===== src/design/nsv_pkg.sv =====
// Shared types, constants and helper functions of the NMEA sentence validator.
// Used by every module of the block; depends on nothing else.

package nsv_pkg;

  localparam int MAX_BODY = 255;
  localparam int HEAD_MAX = 8;

  localparam logic [7:0] CHAR_DOLLAR = 8'h24;
  localparam logic [7:0] CHAR_CR     = 8'h0D;
  localparam logic [7:0] CHAR_LF     = 8'h0A;
  localparam logic [7:0] CHAR_COMMA  = 8'h2C;
  localparam logic [4:0] HEX_BAD     = 5'd16;

  localparam logic [1:0] CFG_HEAD_TEXT       = 2'd0;
  localparam logic [1:0] CFG_HEAD_LENGTH     = 2'd1;
  localparam logic [1:0] CFG_EXPECTED_TOKENS = 2'd2;

  localparam logic [2:0] STATUS_OK       = 3'd0;
  localparam logic [2:0] STATUS_SHORT    = 3'd1;
  localparam logic [2:0] STATUS_HEADER   = 3'd2;
  localparam logic [2:0] STATUS_CHECKSUM = 3'd3;
  localparam logic [2:0] STATUS_TOKENS   = 3'd4;
  localparam logic [2:0] STATUS_OVERLONG = 3'd5;

  typedef struct packed {
    logic [63:0] head_text;
    logic [3:0]  head_len;     // already limited to HEAD_MAX
    logic [8:0]  expected_tokens;
  } nsv_cfg_t;

  typedef struct packed {
    logic            cr_pending;
    logic [7:0]      byte_count;
    logic            overlong;
    logic [2:0][7:0] tail;       // [0] newest, [2] oldest
    logic [7:0]      running_xor;
    logic [7:0]      comma_count;
    logic            head_match;
  } nsv_state_t;

  typedef struct packed {
    logic [2:0] status;
    logic [7:0] body_length;
    logic [8:0] token_count;
    logic [7:0] computed_checksum;
  } nsv_result_t;

  localparam nsv_state_t STATE_CLEAR = '{
    cr_pending:  1'b0,
    byte_count:  8'd0,
    overlong:    1'b0,
    tail:        '0,
    running_xor: 8'd0,
    comma_count: 8'd0,
    head_match:  1'b1
  };

  function automatic logic [4:0] hex_val(input logic [7:0] c);
    logic [4:0] v;
    begin
      v = HEX_BAD;
      if (c >= 8'h30 && c <= 8'h39) begin
        v = 5'(c - 8'h30);
      end else if (c >= 8'h41 && c <= 8'h46) begin
        v = 5'(c - 8'h41) + 5'hA;
      end else if (c >= 8'h61 && c <= 8'h66) begin
        v = 5'(c - 8'h61) + 5'hA;
      end
      return v;
    end
  endfunction

  // Adds one byte to the sentence body. The byte leaving the tail window
  // enters the checksum and, past the header and its comma, the comma count.
  function automatic nsv_state_t push_body(input nsv_state_t s, input logic [7:0] b,
                                           input nsv_cfg_t cfg);
    nsv_state_t r;
    logic [7:0] want;
    begin
      r = s;
      want = cfg.head_text[{s.byte_count[2:0], 3'b000} +: 8];
      if (s.byte_count < {4'd0, cfg.head_len} && want != b) begin
        r.head_match = 1'b0;
      end
      if (s.byte_count >= 8'd3) begin
        r.running_xor = s.running_xor ^ s.tail[2];
        if (s.tail[2] == CHAR_COMMA &&
            {1'b0, s.byte_count} >= {5'd0, cfg.head_len} + 9'd4 &&
            s.comma_count != 8'hFF) begin
          r.comma_count = s.comma_count + 8'd1;
        end
      end
      r.tail[2] = s.tail[1];
      r.tail[1] = s.tail[0];
      r.tail[0] = b;
      if (s.byte_count < 8'(MAX_BODY)) begin
        r.byte_count = s.byte_count + 8'd1;
      end else begin
        r.overlong = 1'b1;
      end
      return r;
    end
  endfunction

endpackage


===== src/design/nsv_config.sv =====
// Configuration registers of the NMEA sentence validator.
// Depends on nsv_pkg for the register indexes and the configuration struct.

module nsv_config
  import nsv_pkg::*;
(
  input  logic        clk,
  input  logic        rst,
  input  logic        cfg_valid,
  input  logic [1:0]  cfg_index,
  input  logic [63:0] cfg_data,
  output logic        cfg_ready,
  output nsv_cfg_t    cfg
);

  logic [63:0] head_text;
  logic [3:0]  head_length;
  logic [8:0]  expected_tokens;

  assign cfg_ready = 1'b1;

  always_ff @(posedge clk) begin
    if (rst) begin
      head_text       <= 64'd0;
      head_length     <= 4'd5;
      expected_tokens <= 9'd1;
    end else if (cfg_valid) begin
      case (cfg_index)
        CFG_HEAD_TEXT:       head_text       <= cfg_data;
        CFG_HEAD_LENGTH:     head_length     <= cfg_data[3:0];
        CFG_EXPECTED_TOKENS: expected_tokens <= cfg_data[8:0];
        default: ;
      endcase
    end
  end

  always_comb begin
    cfg.head_text       = head_text;
    cfg.head_len        = (head_length > 4'(HEAD_MAX)) ? 4'(HEAD_MAX) : head_length;
    cfg.expected_tokens = expected_tokens;
  end

endmodule


===== src/design/nsv_tracker.sv =====
// Sentence framing and running body state: hunts for the dollar sign, feeds
// body bytes through the tail window and flags the CR LF that ends a sentence.
// Depends on nsv_pkg.

module nsv_tracker
  import nsv_pkg::*;
(
  input  logic       clk,
  input  logic       rst,
  input  logic       step,
  input  logic [7:0] rx_byte,
  input  nsv_cfg_t   cfg,
  output logic       sentence_end,
  output nsv_state_t state
);

  logic       in_sentence;
  logic       in_sentence_next;
  nsv_state_t state_next;
  nsv_state_t body;

  assign sentence_end = step && in_sentence && state.cr_pending && rx_byte == CHAR_LF;

  // A CR that turns out not to start CR LF goes into the body first, then the
  // current byte is handled; so one byte may push two body bytes.
  always_comb begin
    in_sentence_next = in_sentence;
    state_next       = state;
    body             = state;
    if (step) begin
      if (!in_sentence) begin
        if (rx_byte == CHAR_DOLLAR) begin
          in_sentence_next = 1'b1;
          state_next       = STATE_CLEAR;
        end
      end else if (state.cr_pending && rx_byte == CHAR_LF) begin
        in_sentence_next = 1'b0;
        state_next       = STATE_CLEAR;
      end else begin
        if (state.cr_pending) begin
          body            = push_body(body, CHAR_CR, cfg);
          body.cr_pending = 1'b0;
        end
        if (rx_byte == CHAR_CR) begin
          body.cr_pending = 1'b1;
        end else begin
          body = push_body(body, rx_byte, cfg);
        end
        state_next = body;
      end
    end
  end

  always_ff @(posedge clk) begin
    if (rst) begin
      in_sentence <= 1'b0;
      state       <= STATE_CLEAR;
    end else begin
      in_sentence <= in_sentence_next;
      state       <= state_next;
    end
  end

endmodule


===== src/design/nsv_verdict.sv =====
// Verdict logic: turns the body state at CR LF into status and counters.
// Depends on nsv_pkg.

module nsv_verdict
  import nsv_pkg::*;
(
  input  nsv_state_t  state,
  input  nsv_cfg_t    cfg,
  output nsv_result_t result
);

  logic [4:0] hi;
  logic [4:0] lo;
  logic [8:0] tokens;
  logic       too_short;
  logic       sum_bad;

  assign hi        = hex_val(state.tail[1]);
  assign lo        = hex_val(state.tail[0]);
  assign tokens    = {1'b0, state.comma_count} + 9'd1;
  assign too_short = {1'b0, state.byte_count} < {5'd0, cfg.head_len} + 9'd4;
  assign sum_bad   = hi[4] || lo[4] || {hi[3:0], lo[3:0]} != state.running_xor;

  always_comb begin
    if (too_short) begin
      result.status = STATUS_SHORT;
    end else if (!state.head_match) begin
      result.status = STATUS_HEADER;
    end else if (sum_bad) begin
      result.status = STATUS_CHECKSUM;
    end else if (tokens != cfg.expected_tokens) begin
      result.status = STATUS_TOKENS;
    end else if (state.overlong) begin
      result.status = STATUS_OVERLONG;
    end else begin
      result.status = STATUS_OK;
    end
    result.body_length       = state.byte_count;
    result.token_count       = tokens;
    result.computed_checksum = state.running_xor;
  end

endmodule


===== src/design/nmea_sentence_validator.sv =====
// NMEA 0183 sentence validator: one received byte per transfer, one verdict per CR LF.
// The LF sits in the input register, and its verdict is then taken into the result register,
// from which it can transfer. Throughput: one byte per cycle while no finished verdict waits
// to be taken. Synchronous active-high reset empties both registers, returns to hunting for
// a dollar sign and loads the register defaults.

module nmea_sentence_validator
  import nsv_pkg::*;
(
  input  logic        clk,
  input  logic        rst,
  input  logic        in_valid,
  output logic        in_stall,
  input  logic [7:0]  rx_byte,
  output logic        out_valid,
  input  logic        out_stall,
  output logic [2:0]  status,
  output logic [7:0]  body_length,
  output logic [8:0]  token_count,
  output logic [7:0]  computed_checksum,
  input  logic        cfg_valid,
  output logic        cfg_ready,
  input  logic [1:0]  cfg_index,
  input  logic [63:0] cfg_data
);

  nsv_cfg_t    cfg;
  nsv_state_t  state;
  nsv_result_t result;
  logic        s1_valid;
  logic [7:0]  s1_byte;
  logic        hold;
  logic        step;
  logic        sentence_end;

  // The pipeline only freezes while a finished verdict waits to be taken.
  assign hold     = out_valid && out_stall;
  assign step     = s1_valid && !hold;
  assign in_stall = s1_valid && hold;

  nsv_config u_config (
    .clk       (clk),
    .rst       (rst),
    .cfg_valid (cfg_valid),
    .cfg_index (cfg_index),
    .cfg_data  (cfg_data),
    .cfg_ready (cfg_ready),
    .cfg       (cfg)
  );

  nsv_tracker u_tracker (
    .clk          (clk),
    .rst          (rst),
    .step         (step),
    .rx_byte      (s1_byte),
    .cfg          (cfg),
    .sentence_end (sentence_end),
    .state        (state)
  );

  nsv_verdict u_verdict (
    .state  (state),
    .cfg    (cfg),
    .result (result)
  );

  always_ff @(posedge clk) begin
    if (rst) begin
      s1_valid  <= 1'b0;
      out_valid <= 1'b0;
    end else begin
      if (!in_stall) begin
        s1_valid <= in_valid;
      end
      if (!hold) begin
        out_valid <= sentence_end;
      end
    end
  end

  always_ff @(posedge clk) begin
    if (in_valid && !in_stall) begin
      s1_byte <= rx_byte;
    end
    if (sentence_end) begin
      status            <= result.status;
      body_length       <= result.body_length;
      token_count       <= result.token_count;
      computed_checksum <= result.computed_checksum;
    end
  end

endmodule

===== config.mk =====
export PLATFORM = sky130hd
export DESIGN_NAME = nmea_sentence_validator
export DESIGN_NICKNAME = d
export VERILOG_FILES = /design/src/design/nsv_pkg.sv /design/src/design/nsv_config.sv /design/src/design/nsv_tracker.sv /design/src/design/nsv_verdict.sv /design/src/design/nmea_sentence_validator.sv
export SDC_FILE = /design/constraint.sdc
export NUM_CORES = 1
export LEC_CHECK = 0
export ABC_CLOCK_PERIOD_IN_PS = 9390
export BUFFER_PORTS_ARGS = -buffer_cell sky130_fd_sc_hd__buf_2
export CORE_AREA = 2 2 150 152
export CTS_CLUSTER_SIZE = 25
export DETAILED_ROUTE_END_ITERATION = 8
export DIE_AREA = 0 0 152 154
export PLACE_DENSITY = 0.62
export SYNTH_ARGS = -nofsm -noshare
export SYNTH_HDL_FRONTEND = slang
export SYNTH_SLANG_ARGS = --single-unit

===== constraint.sdc =====
create_clock -name clk -period 9.39 [get_ports clk]
set_input_delay 1.4085 -clock clk [delete_from_list [all_inputs] [get_ports clk]]
set_output_delay 1.4085 -clock clk [all_outputs]
set_load 0.1 [all_outputs]

---- Word-level counts from Yosys, hierarchy flattened ----
Cells that the tools add are included.
cells by class
  bitwise gates (word level) .............. 3
  multiplexer cells ....................... 33
  add/subtract/negate cells ............... 16
  $lt $le $gt $ge ......................... 22
  shift-type cells ........................ 2
  eq/ne operators ......................... 13
  reduce and logical (&&, ||, !) cells .... 31
operators by type and width
  operator                                                         count
  2-to-1 mux 51 bit                                                6
  variable part select 64 x 7 -> 8 bit                             2
  2-to-1 mux 50 bit                                                2
  adder 8 x 1 -> 8 bit (second input constant)                     4
  >= comparator 8 x 7 -> 1 bit (second input constant)             4
  less-or-equal comparator 8 x 7 -> 1 bit (second input constant)  4
  2-to-1 mux 16 bit                                                2
  2-to-1 mux 8 bit                                                 4
  2-to-1 mux 5 bit                                                 6
  equality test 8 x 6 -> 1 bit (second input constant)             3
  adder 5 x 4 -> 5 bit (second input constant)                     4
  logical AND 1 bit                                                20
  subtractor 5 x 1 -> 5 bit (second input constant)                4
  >= comparator 8 x 9 -> 1 bit                                     2
  equality test 8 x 4 -> 1 bit (second input constant)             2
  >= comparator 8 x 2 -> 1 bit (second input constant)             2
  >= comparator 8 x 6 -> 1 bit (second input constant)             2
  less-or-equal comparator 8 x 6 -> 1 bit (second input constant)  2
  < comparator 8 x 4 -> 1 bit                                      2
  < comparator 8 bit (second input constant)                       2
  inequality test 8 bit                                            2
  inequality test 8 bit (second input constant)                    2
  XOR 8 bit                                                        2
  subtractor 5 bit (second input constant)                         2
  other kinds (19)                                                 33
storage, ports and cells
  register bits ........................... 167
  logic and storage cells ................. 141
  output and inout port bits .............. 31

---- Longest topological paths before layout ----
Gate-level depths: netlist (run 1).
  word-level depth ........................ 20
  gate-level depth with buffers ........... 20
  mapped depth without buffers ............ 17

---- Cells and area by module ----
A second synthesis (run 1) with hierarchy kept.
second synthesis, totals
  cell total of the unflattened synthesis .. 1199
  area total of the unflattened synthesis .. 11133.2 µm²
modules (own cells, without submodules)
  module                   area an instance (µm²)  times used  cells each
  nsv_tracker              5484.0                  1           687
  nsv_config               3487.1                  1           331
  nmea_sentence_validator  1167.4                  1           46
  nsv_verdict              994.7                   1           135

---- Worst setup path after synthesis (run 1) ----
Ideal clock, no wire load.
  path type ............................... register to register
  start point ............................. register u_tracker.state[47] (netlist name)
  end point ............................... register u_tracker.state[8] (netlist name)
  clock period less this slack ............ 3.704 ns
  path buffers ............................ 4
  arrival ................................. 3.582 ns
  slack ................................... 5.686 ns
  stages on the path, launching flop included .. 17
  cell sequence ........................... dfxtp_1 clkbuf_1 nand2_1 o32a_1 and2_1 buf_2 buf_2 ha_1 nand2b_1 a21o_1 a211o_1 a211oi_1 or2_2 buf_1 a211oi_4 xor2_1 a221o_1
on the way
  longest elaborated chain between the ends .. 16
RTL lines
  item                                                                          line               source
  >= comparator 8 x 9 -> 1 bit                                                  nsv_pkg.sv:89      {1'b0, s.byte_count} >= {5'd0, cfg.head_len} + 9'd4 &&
  logical AND 1 bit                                                             nsv_pkg.sv:88      if (s.tail[2] == CHAR_COMMA &&
  logical AND 1 bit                                                             nsv_pkg.sv:89
  2-to-1 mux 8 bit                                                              nsv_pkg.sv:88
  2-to-1 mux 16 bit                                                             nsv_pkg.sv:86      if (s.byte_count >= 8'd3) begin
  2-to-1 mux 50 bit *                                                           nsv_tracker.sv:40  if (state.cr_pending) begin
  2-to-1 mux 51 bit *                                                           nsv_tracker.sv:36  end else if (state.cr_pending && rx_byte == CHAR_LF) begin
  2-to-1 mux 51 bit *                                                           nsv_tracker.sv:31  if (!in_sentence) begin
  2-to-1 mux 51 bit *                                                           nsv_tracker.sv:30  if (step) begin
  parallel branches: the longest is 4 deep, another holds adder 8 x 1 -> 8 bit  n/a
  2-to-1 mux 50 bit *                                                           nsv_tracker.sv:44  if (rx_byte == CHAR_CR) begin
  2-to-1 mux 51 bit *                                                           nsv_tracker.sv:36
  2-to-1 mux 51 bit *                                                           nsv_tracker.sv:31
Mark *: on every way between the ends. The select of a mux whose other input is x is not followed.
A chain may end at the register's enable or synchronous reset.

---- Worst setup path after layout (run 1) ----
  start point ............................. register u_tracker.state[42] (netlist name)
  end point ............................... register u_tracker.state[8] (netlist name)
on the way
  longest elaborated chain between the ends .. 16
RTL lines
  item                                                                          line
  >= comparator 8 x 9 -> 1 bit                                                  nsv_pkg.sv:89
  logical AND 1 bit                                                             nsv_pkg.sv:88
  logical AND 1 bit                                                             nsv_pkg.sv:89
  2-to-1 mux 8 bit                                                              nsv_pkg.sv:88
  2-to-1 mux 16 bit                                                             nsv_pkg.sv:86
  2-to-1 mux 50 bit *                                                           nsv_tracker.sv:40
  2-to-1 mux 51 bit *                                                           nsv_tracker.sv:36
  2-to-1 mux 51 bit *                                                           nsv_tracker.sv:31
  2-to-1 mux 51 bit *                                                           nsv_tracker.sv:30
  parallel branches: the longest is 4 deep, another holds adder 8 x 1 -> 8 bit  n/a
  2-to-1 mux 50 bit *                                                           nsv_tracker.sv:44
  2-to-1 mux 51 bit *                                                           nsv_tracker.sv:36
  2-to-1 mux 51 bit *                                                           nsv_tracker.sv:31
Marks and branches as above.

==> results of run 1 <==
==> metal layers <==
layer | up-vias | track usage [%]
li1 | 4363 | -
met1 | 4152 | 34.6
met2 | 327 | 34.6
met3 | 39 | 4.85
met4 | 0 | 5.96
met5 | - | 0
==> cells by family (layout without fill, tap and decap cells) <==
logic type,after synthesis,in the layout
buf+inv,110,178
simple gates,465,465
compound gates,296,296
other cells,1,3
xor+xnor,58,58
fa+ha+maj,25,25
mux,46,46
flops,167,167
==> sequential cells by signal, indices dropped and copies added (netlist names) <==
| signal | cells |
|---|---|
| u_tracker.state | 51 |
| u_tracker.in_sentence | 1 |
| s1_byte | 8 |
| u_config.head_length | 4 |
| u_config.expected_tokens | 9 |
| computed_checksum | 8 |
| status | 3 |
| token_count | 9 |
| body_length | 8 |
| u_config.head_text | 64 |
| s1_valid | 1 |
| out_valid | 1 |
==> path summary, 6_finish.rpt <==
kind | start | to | cells after the start
setup / recovery | u_tracker.state[42] | u_tracker.state[8] | 13
hold / removal | u_config.head_text[20] | u_config.head_text[20] | 2
setup reg to reg | u_tracker.state[42] | u_tracker.state[8] | 13
hold reg to reg | u_config.head_text[20] | u_config.head_text[20] | 2
==> per-stage QoR <==
stage | hold WS, ns | area [sq um] | std cells
after detailed placement | 0.457 | 10300 | 1486
after global routing | 0.496 | 10900 | 1518
after floorplan | 0.403 | 9710 | 1170
final | 0.473 | 10900 | 1518
after CTS | 0.474 | 10900 | 1518
after global placement | 0.452 | 10300 | 1486
==> worst max-delay path, stage by stage (launching register included) <==
cell and delay [ns]:
dfxtp_1 1.03, ha_1 0.43, nand4_1 0.21, o21ai_1 0.81, a21boi_0 0.49, inv_1 0.25, ha_1 0.28, a21o_1 0.17
a211o_1 0.28, a211oi_1 0.31, or2_2 0.27, a211oi_4 0.07, xor2_1 0.16, a221o_1 0.33
==> synth_stat cells, drive strengths merged, types with 4 or more instances <==
cell type and instances:
nand2 201, dfxtp 131, a21oi 123, nor2 84
clkbuf 60, o21ai 39, edfxtp 36, mux2i 34
xnor2 30, inv 29, xor2 28, ha 25
nand3 25, nor3 23, o22ai 23, buf 21
nand4 20, nor4 18, a22oi 16, nor2b 12
a211oi 9, o211ai 9, or3 9, a21o 8
mux2 8, nand3b 8, nor3b 8, and4 7
o311ai 7, a32o 6, and2 6, nor4b 6
or4 6, and3 5, nand4b 5, o221ai 5
or4b 5, a221oi 4, a31oi 4, and4b 4
mux4 4, o21a 4
==> final cells by class <==
class | count | area (sq um)
clock buffers | 24 | 524
clock inverters | 8 | 57.6
fillers | 2115 | 10800
inverters | 29 | 109
multi-input cells | 893 | 5580
flip-flops and latches | 167 | 3700
well taps | 280 | 350
repair buffers | 117 | 611
==> report_power, final <==
group | leakage (nW) | switching (mW) | internal, mW
Clock | 0.292 | 0.297 | 0.394
Sequential | 1.44 | 0.0200 | 0.745
Combinational | 2.51 | 0.0513 | 0.0389
Total | 4.25 | 0.369 | 1.18
==> reports/metrics.yaml, run 1 <==
outcome:
  outcome: "completed"
setup_path:
  cp-end-kind: "flop"
  r2r_setup_slack_ns: 4.19
  path_max_fanout: 31
  cp-start-kind: "flop"
  critPathRequiredTime_ns: 9.70
  arrival_ns: 5.51
  crit_type: "reg2reg"
global_route:
  grt_usage_pct: 23.4
  grt_max_degree: 78
  grt_overflow: 0
  antenna_found_initial: 0
  grt_pass1_wl_um: 44300
  grt_pass1_vias: 8023
sta:
  worstMarginPinSlew_ns: 1.07
  period_needed_ns: 5.20
  hold_violations: 0
  setup_ws_ns: 4.19
  setup_viol: 0
  fmax_mhz: 192
  fin_setup_tns_ns: 0
  final.setup_skew_ns: 0.0144
  maxSlewHeadroom_pct: 28.6
  report.final.slew_viol_count: 0
  fin_crit_sh_pct: 55.4
  rsz0062_at_grt: "no"
detailed_routing:
  route.met2.wl_um: 12000
  wl_um: 27500
  ant_nets: 0
  met3_length_um: 1990
  vias: 8881
  drc: 0
  wl_met1_um: 13100
  dr.pass1.iters: 7
  highest_layer: "met4"
  wl_per_cell_um: 18.1
  avgViaCountPerCell: 5.85
  drt_iter0_markers: 701
clock_network:
  cts_hold_buf: 0
  numCtsBuffers: 17
  htreeDepth: 4
  cts.sinks: 167
  cts_max_path_buffers: 2
  clock_latency_ns: 0.43
  clk_pin_slew_ns: 0.07
  cts_setup_buffers: 0
  root_buffer: "clkbuf_16"
  post_cts_resized: 0
  cts_tree: "built"
final_layout:
  mostFrequentLayoutCell: "nand2_1"
  nets: 1329
  drive_above_1_share_pct: 14.7
  post-route-util_pct: 50.4
  num_antenna_cells: 0
  synthToLayoutAreaGrowth_pct: 12.6
  layout_common_cells: "201 x nand2_1, 131 x dfxtp_1, 123 x a21oi_1, 107 x buf_2, 84 x nor2_1"
yosys:
  synth-main-ff-cell: "dfxtp_1"
  synth-xor-area-share_pct: 5.23
  yosysSeqAreaShare_pct: 38.2
  synth_area_leaders: "dfxtp_1 27%, edfxtp_1 11%, nand2_1 7.8%"
  syn_area_per_cell_sq_um: 8.31
  synth_compound_area_share_pct: 19.9
  syn-cell-area_sq_um: 9710
  yosys.area.top_type_share_pct: 27.0
  synth.distinct_cells: 82
  yosysWarnings: 0
  synth_edf_count: 36
  synthSimpleGateAreaFrac_pct: 23.6
  async_reset_ff_share_pct: 0
  syn_inst: 1168
  synth_top_area_cell: "dfxtp_1"
  synth_top_family_by_area: "simple AND/OR/NAND/NOR gates"
  ys_ff_latch: 167
  synth_fa_ha_area_share_pct: 3.22
  synth.area.mux_share_pct: 5.36
place:
  place.gp.congestion: 0.890
  place_ws_ns: 4.31
  dp_hpwl_um: 19500
  portBuffers: 108
power_and_ir_drop:
  powerDensity_nw_per_um2: 141
  p_leak_nw: 4.25
  vdd_drop_max_mv: 0.0937
  design_power_total_mw: 1.55
job:
  max-cap-violations: 0
floorplanning:
  start_util_pct: 44.8
  dieArea_sq_um: 23400
  die_height_um: 154
  core.rowCount: 54
  core_area_sq_um: 21700
  pin_count: 110
  die-width_um: 152
min_path:
  hp-class: "reg2reg"
Power figures use the tool's default switching activity.
==> run 2, diff against run 1 <==
Settings changed: ABC_CLOCK_PERIOD_IN_PS 9390 to 4300, PLACE_DENSITY 0.62 to 0.64.
Clock period 9.39 ns to 4.3 ns, I/O delays scaled along.
==> reports/metrics.yaml, run 2 (synthesis results as in run 1) <==
place:
  dp_hpwl_um: 20400  # +4.5%
  dpl_cell_area_sq_um: 10500  # +1.2%
  portBuffers: 108  # unchanged
  place.gp.congestion: 0.909  # +2.2%
  place_ws_ns: 0.617  # -3.70 ns
  dp.cells: 1502  # +1.1%
sta:
  setup_viol: 0  # unchanged
  rsz0062_at_grt: "no"
  maxSlewHeadroom_pct: 25.9  # -2.7 points
  timing.hold.ws_ns: 0.378  # -0.0953 ns
  period_needed_ns: 3.74  # -1.46 ns
  final.setup_skew_ns: 0.0109  # -0.00356 ns
  setup_ws_ns: 0.558  # -3.63 ns
  worstMarginPinSlew_ns: 1.11  # +0.0381 ns
  fin_setup_tns_ns: 0  # unchanged
  report.final.slew_viol_count: 0  # unchanged
  fin_crit_sh_pct: 87.0  # +32 points
  hold_violations: 0  # unchanged
  fmax_mhz: 267  # +39%
setup_path:
  path_max_fanout: 11  # -65%
  cpPeakStageDelay_ns: 0.54  # -0.49 ns
  crit_buf_inv: 1  # unchanged
  critPathRequiredTime_ns: 4.62  # -5.08 ns
  cp-start-kind: "flop"
  critical_path.top_delay_family: "compound AO/OA/AOI/OAI gates"
  cp_slowest_cell: "dfxtp_1"
  cp_cell_sequence: "nand3_1 > o211ai_1 > a21boi_0 > inv_1 > ha_1 > a21o_1 > a211o_1 > a211oi_1 > or2_2 > a211oi_4 > xor2_1 > a221o_1"
  arrival_ns: 4.06  # -1.45 ns
  cp-end-kind: "flop"
  crit_type: "reg2reg"
global_route:
  grt_pass1_vias: 8446  # +5.3%
  grt_max_degree: 78  # unchanged
  antenna_found_initial: 0  # unchanged
  grt_usage_pct: 24.2  # +0.79 points
  grt_pass1_wl_um: 45600  # +3.0%
  grt_overflow: 0  # unchanged
detailed_routing:
  ant_nets: 0  # unchanged
  vias: 9100  # +2.5%
  wl_um: 28500  # +3.7%
  drc: 0  # unchanged
  wl_per_cell_um: 18.6  # +2.7%
  avgViaCountPerCell: 5.93  # +1.4%
  drt_iter0_markers: 799  # +14%
  dr.pass1.iters: 6  # -1
final_layout:
  multi_input_comb_area_sq_um: 5580  # unchanged
  num_antenna_cells: 0  # unchanged
  post-route-util_pct: 51.0  # +0.62 points
  nFillCells: 2090  # -1.2%
  final_cell_area_sq_um: 11100  # +1.2%
  layout_common_cells: "201 x nand2_1, 131 x dfxtp_1, 123 x a21oi_1, 107 x buf_2, 84 x nor2_1"
  synthToLayoutAreaGrowth_pct: 14.0
  reg_top3: "u_config.head_text: 64 flops, u_tracker.state: 51 flops"
  top_register: "u_config.head_text"
  ff_latch_area_sq_um: 3700  # unchanged
  mostFrequentLayoutCell: "nand2_1"
  final_cells: 1534  # +1.1%
  largest_reg_flops: 64  # unchanged
  drive_above_1_share_pct: 15.9  # +1.2 points
  nets: 1345  # +1.2%
power_and_ir_drop:
  p_leak_nw: 4.33  # +2.0%
  combPwrFrac_pct: 5.8  # about the same
  p_clk_share_pct: 45.6  # +0.9 points
  powerDensity_nw_per_um2: 310  # +120%
  swShare_pct: 26.4  # +2.5 points
  p_seq_share_pct: 48.6  # -0.9 points
  design_power_total_mw: 3.43  # +120%
  vdd_drop_max_mv: 0.225  # +140%
  p_int_mw: 2.53  # +110%
  p_switching_uw: 906  # +150%
clock_network:
  clock_latency_ns: 0.44  # about the same
  cts_setup_buffers: 0  # unchanged
  cts_max_path_buffers: 2  # unchanged
  post_cts_resized: 0  # unchanged
  clk_pin_slew_ns: 0.07  # about the same
  htreeDepth: 4  # unchanged
  cts_tree: "built"
  cts.sinks: 167  # unchanged
  root_buffer: "clkbuf_16"
  numCtsBuffers: 17  # unchanged
  cts_hold_buf: 0  # unchanged
outcome:
  outcome: "completed"
floorplanning:
  dieArea_sq_um: 23400  # unchanged
  core_area_sq_um: 21700  # unchanged
  start_util_pct: 44.8  # unchanged
  pin_count: 110  # unchanged
  die-width_um: 152  # unchanged
  die_height_um: 154  # unchanged
  core.rowCount: 54  # unchanged
min_path:
  hp-class: "in2reg"
job:
  max-cap-violations: 0  # unchanged
## run 2: final timing paths
path                                          endpoint  depth (start not counted)  slack [ns]                   start
worst max-delay path                u_tracker.state[8]                         12        0.56     u_tracker.state[46]
worst min-delay path                        s1_byte[7]                          1        0.38              rx_byte[7]
worst max register to register      u_tracker.state[8]                         12        0.56     u_tracker.state[46]
worst min register to register  u_config.head_text[24]                          2        0.48  u_config.head_text[24]
## run 2: power by group through the flow
stage          combinational (mW)  clock [mW]  sequential [mW]
5_1_grt                     0.222        1.66             1.67
4_1_cts                     0.198        1.59             1.67
3_5_place_dp                0.198           0             1.70
3_3_place_gp                0.194           0             1.70
2_1_floorplan               0.139           0             1.68
6_report                    0.198        1.56             1.67
## run 2: layout make-up
cell class | instances | area share [%]
multi-input cells | 893 | 50.4
flip-flops and latches | 167 | 33.5
repair buffers | 133 | 6.60
clock buffers | 18 | 4.07
well taps | 280 | 3.17
clock inverters | 14 | 1.31
inverters | 29 | 0.984
## run 2: routing by layer
metal / share of wire (%) / global-route usage, % / up-vias
met5: 0 / 0 / -
met2: 44 / 36.7 / 347
met4: 2.3 / 7.48 / 0
met1: 47 / 34.4 / 4318
met3: 7.5 / 5.24 / 47
li1: - / - / 4388
==> run 3, diff against run 2 <==
Settings changed: ABC_AREA set to 1, CORE_AREA 2 2 150 152 to 2 2 195 120, DIE_AREA 0 0 152 154 to 0 0 197 122.
==> reports/metrics.yaml, run 3 <==
sta:
  rsz0062_at_grt: "no"
  hold_violations: 0  # unchanged
  fin_crit_sh_pct: 86.8  # -0.18 points
  maxSlewHeadroom_pct: 33.6  # +7.6 points
  setup_ws_ns: 0.566  # +0.00790 ns
  period_needed_ns: 3.73  # -0.00790 ns
  fin_setup_tns_ns: 0  # unchanged
  fmax_mhz: 268  # +0.21%
  final.setup_skew_ns: 0.00863  # -0.00224 ns
  setup_viol: 0  # unchanged
  report.final.slew_viol_count: 0  # unchanged
  worstMarginPinSlew_ns: 0.997  # -0.110 ns
min_path:
  hp-class: "in2reg"
  whs_path_depth: 1  # unchanged
yosys:
  synthSimpleGateAreaFrac_pct: 30.5  # +6.9 points
  synth_top_area_cell: "dfxtp_1"
  syn_area_per_cell_sq_um: 7.09  # -15%
  synth.most_common_cell: "nand2_1"
  synth-main-ff-cell: "dfxtp_1"
  synth_fa_ha_area_share_pct: 3.16  # -0.062 points
  synth_compound_area_share_pct: 16.5  # -3.4 points
  syn_inst: 1395  # +19%
  synth_common_cells: "302 x nand2_1, 170 x inv_1, 131 x dfxtp_1, 131 x nand3_1, 128 x o21ai_0"
  async_reset_ff_share_pct: 0  # unchanged
  yosys.area.top_type_share_pct: 26.5  # -0.52 points
  ys_ff_latch: 167  # unchanged
  synth.distinct_cells: 53  # -35%
  syn-cell-area_sq_um: 9900  # +2.0%
  synth_top_family_by_area: "simple AND/OR/NAND/NOR gates"
  synth_edf_count: 36  # unchanged
  yosysWarnings: 0  # unchanged
  synth-xor-area-share_pct: 2.12  # -3.1 points
  synth_area_leaders: "dfxtp_1 27%, nand2_1 11%, edfxtp_1 11%"
  yosysSeqAreaShare_pct: 37.4  # -0.73 points
  synth.area.mux_share_pct: 0  # -5.4 points
floorplanning:
  die-width_um: 197  # +30%
  dieArea_sq_um: 24000  # +2.7%
  start_util_pct: 44.0  # -0.75 points
  core_area_sq_um: 22500  # +3.7%
  die_height_um: 122  # -21%
  core.rowCount: 43  # -20%
  pin_count: 110  # unchanged
place:
  place.gp.congestion: 0.943  # +3.7%
  portBuffers: 108  # unchanged
  dpl_cell_area_sq_um: 10500  # +0.75%
  dp_hpwl_um: 21400  # +4.9%
  place_ws_ns: 0.663  # +0.0469 ns
setup_path:
  arrival_ns: 4.07  # about the same
  r2r_cells: 15  # +3
  cp-start-kind: "flop"
  crit_type: "reg2reg"
  cp-end-kind: "flop"
  path_max_fanout: 17  # +6
  critPathRequiredTime_ns: 4.64  # +0.02 ns
power_and_ir_drop:
  vdd_drop_max_mv: 0.278  # +24%
  powerDensity_nw_per_um2: 312  # +0.43%
  p_leak_nw: 4.82  # +11%
final_layout:
  mostFrequentLayoutCell: "nand2_1"
  reg_top3: "u_config.head_text: 64 flops, u_tracker.state: 51 flops"
  final_cell_area_sq_um: 11100  # +0.63%
  drive_above_1_share_pct: 15.0  # -0.90 points
  synthToLayoutAreaGrowth_pct: 12.5
  layout_common_cells: "302 x nand2_1, 168 x inv_1, 131 x nand3_1, 131 x dfxtp_1, 128 x o21ai_0"
  nets: 1573  # +17%
  num_antenna_cells: 0  # unchanged
  largest_reg_flops: 64  # unchanged
  top_register: "u_config.head_text"
  post-route-util_pct: 49.5  # -1.5 points
detailed_routing:
  dr.pass1.iters: 5  # -1
  wl_um: 28900  # +1.5%
  vias: 9585  # +5.3%
  drt_iter0_markers: 883  # +11%
  drc: 0  # unchanged
  avgViaCountPerCell: 5.40  # -8.9%
  wl_per_cell_um: 16.3  # -12%
  ant_nets: 0  # unchanged
global_route:
  antenna_found_initial: 0  # unchanged
  grt_max_degree: 73  # -6.4%
  grt_usage_pct: 24.8  # +0.67 points
  grt_pass1_vias: 8591  # +1.7%
  grt_pass1_wl_um: 46400  # +1.7%
  grt_overflow: 0  # unchanged
clock_network:
  numCtsBuffers: 17  # unchanged
  cts_max_path_buffers: 2  # unchanged
  cts_hold_buf: 0  # unchanged
  post_cts_resized: 0  # unchanged
  cts_setup_buffers: 0  # unchanged
  htreeDepth: 4  # unchanged
  clock_latency_ns: 0.44  # about the same
  cts_tree: "built"
  cts.sinks: 167  # unchanged
  clk_pin_slew_ns: 0.07  # about the same
  root_buffer: "clkbuf_16"
job:
  max-cap-violations: 0  # unchanged
outcome:
  outcome: "completed"
[run 3: area by class of cell]
cell class,count,area (sq um)
clock buffers,24,504
clock inverters,8,82.6
fillers,2279,11400
inverters,179,672
multi-input cells,986,5190
flip-flops and latches,167,3700
well taps,292,365
repair buffers,118,616
[run 3: path summary, 6_finish.rpt]
kind,startpoint,to,slack (ns)
hold / removal,rx_byte[6],s1_byte[6],0.38
setup reg to reg,u_tracker.state[43],u_tracker.state[0],0.57
hold reg to reg,u_config.head_text[28],u_config.head_text[28],0.47
setup / recovery,u_tracker.state[43],u_tracker.state[0],0.57
[run 3: layer usage]
layer	vias to the layer above	global-route usage [%]	share of wire, %
met5	-	0	0
met2	366	33.1	38
met3	20	5.68	9.2
met1	4430	39.8	52
met4	0	4.79	0.70
li1	4769	-	-
[run 3: where the power goes]
| group | internal [mW] | switching (mW) | total, mW |
|---|---|---|---|
| registers | 1.64 | 0.0315 | 1.67 |
| logic | 0.0836 | 0.148 | 0.231 |
| clock network | 0.888 | 0.678 | 1.57 |
| total | 2.61 | 0.858 | 3.47 |
[run 3: cell families (layout without fill, tap and decap cells)]
family / count (synthesis) / after routing
simple gates: 641 / 641
compound gates: 293 / 293
buf+inv: 244 / 329
flops: 167 / 167
fa+ha+maj: 25 / 25
xor+xnor: 24 / 24
other cells: 1 / 3
[run 3: worst max-delay path: stages, from the launching register on]
cell	delay [ns]
dfxtp_1	0.55
ha_1	0.28
nand2_2	0.09
inv_1	0.11
o211ai_1	0.10
o21ai_2	0.34
inv_1	0.45
ha_1	0.41
inv_1	0.05
a21o_1	0.17
a2111oi_0	0.73
nand2_1	0.11
nand2_1	0.09
nand2_1	0.05
nand2_1	0.05
nand2_1	0.04
[run 3: per-stage QoR]
stage,power (mW),cells,hold slack (ns)
floorplan,1.84,1397,0.437
finish,3.47,1774,0.384
global placement,1.93,1742,0.458
CTS,3.49,1774,0.367
detailed placement,1.93,1742,0.464
global route,3.58,1774,0.370
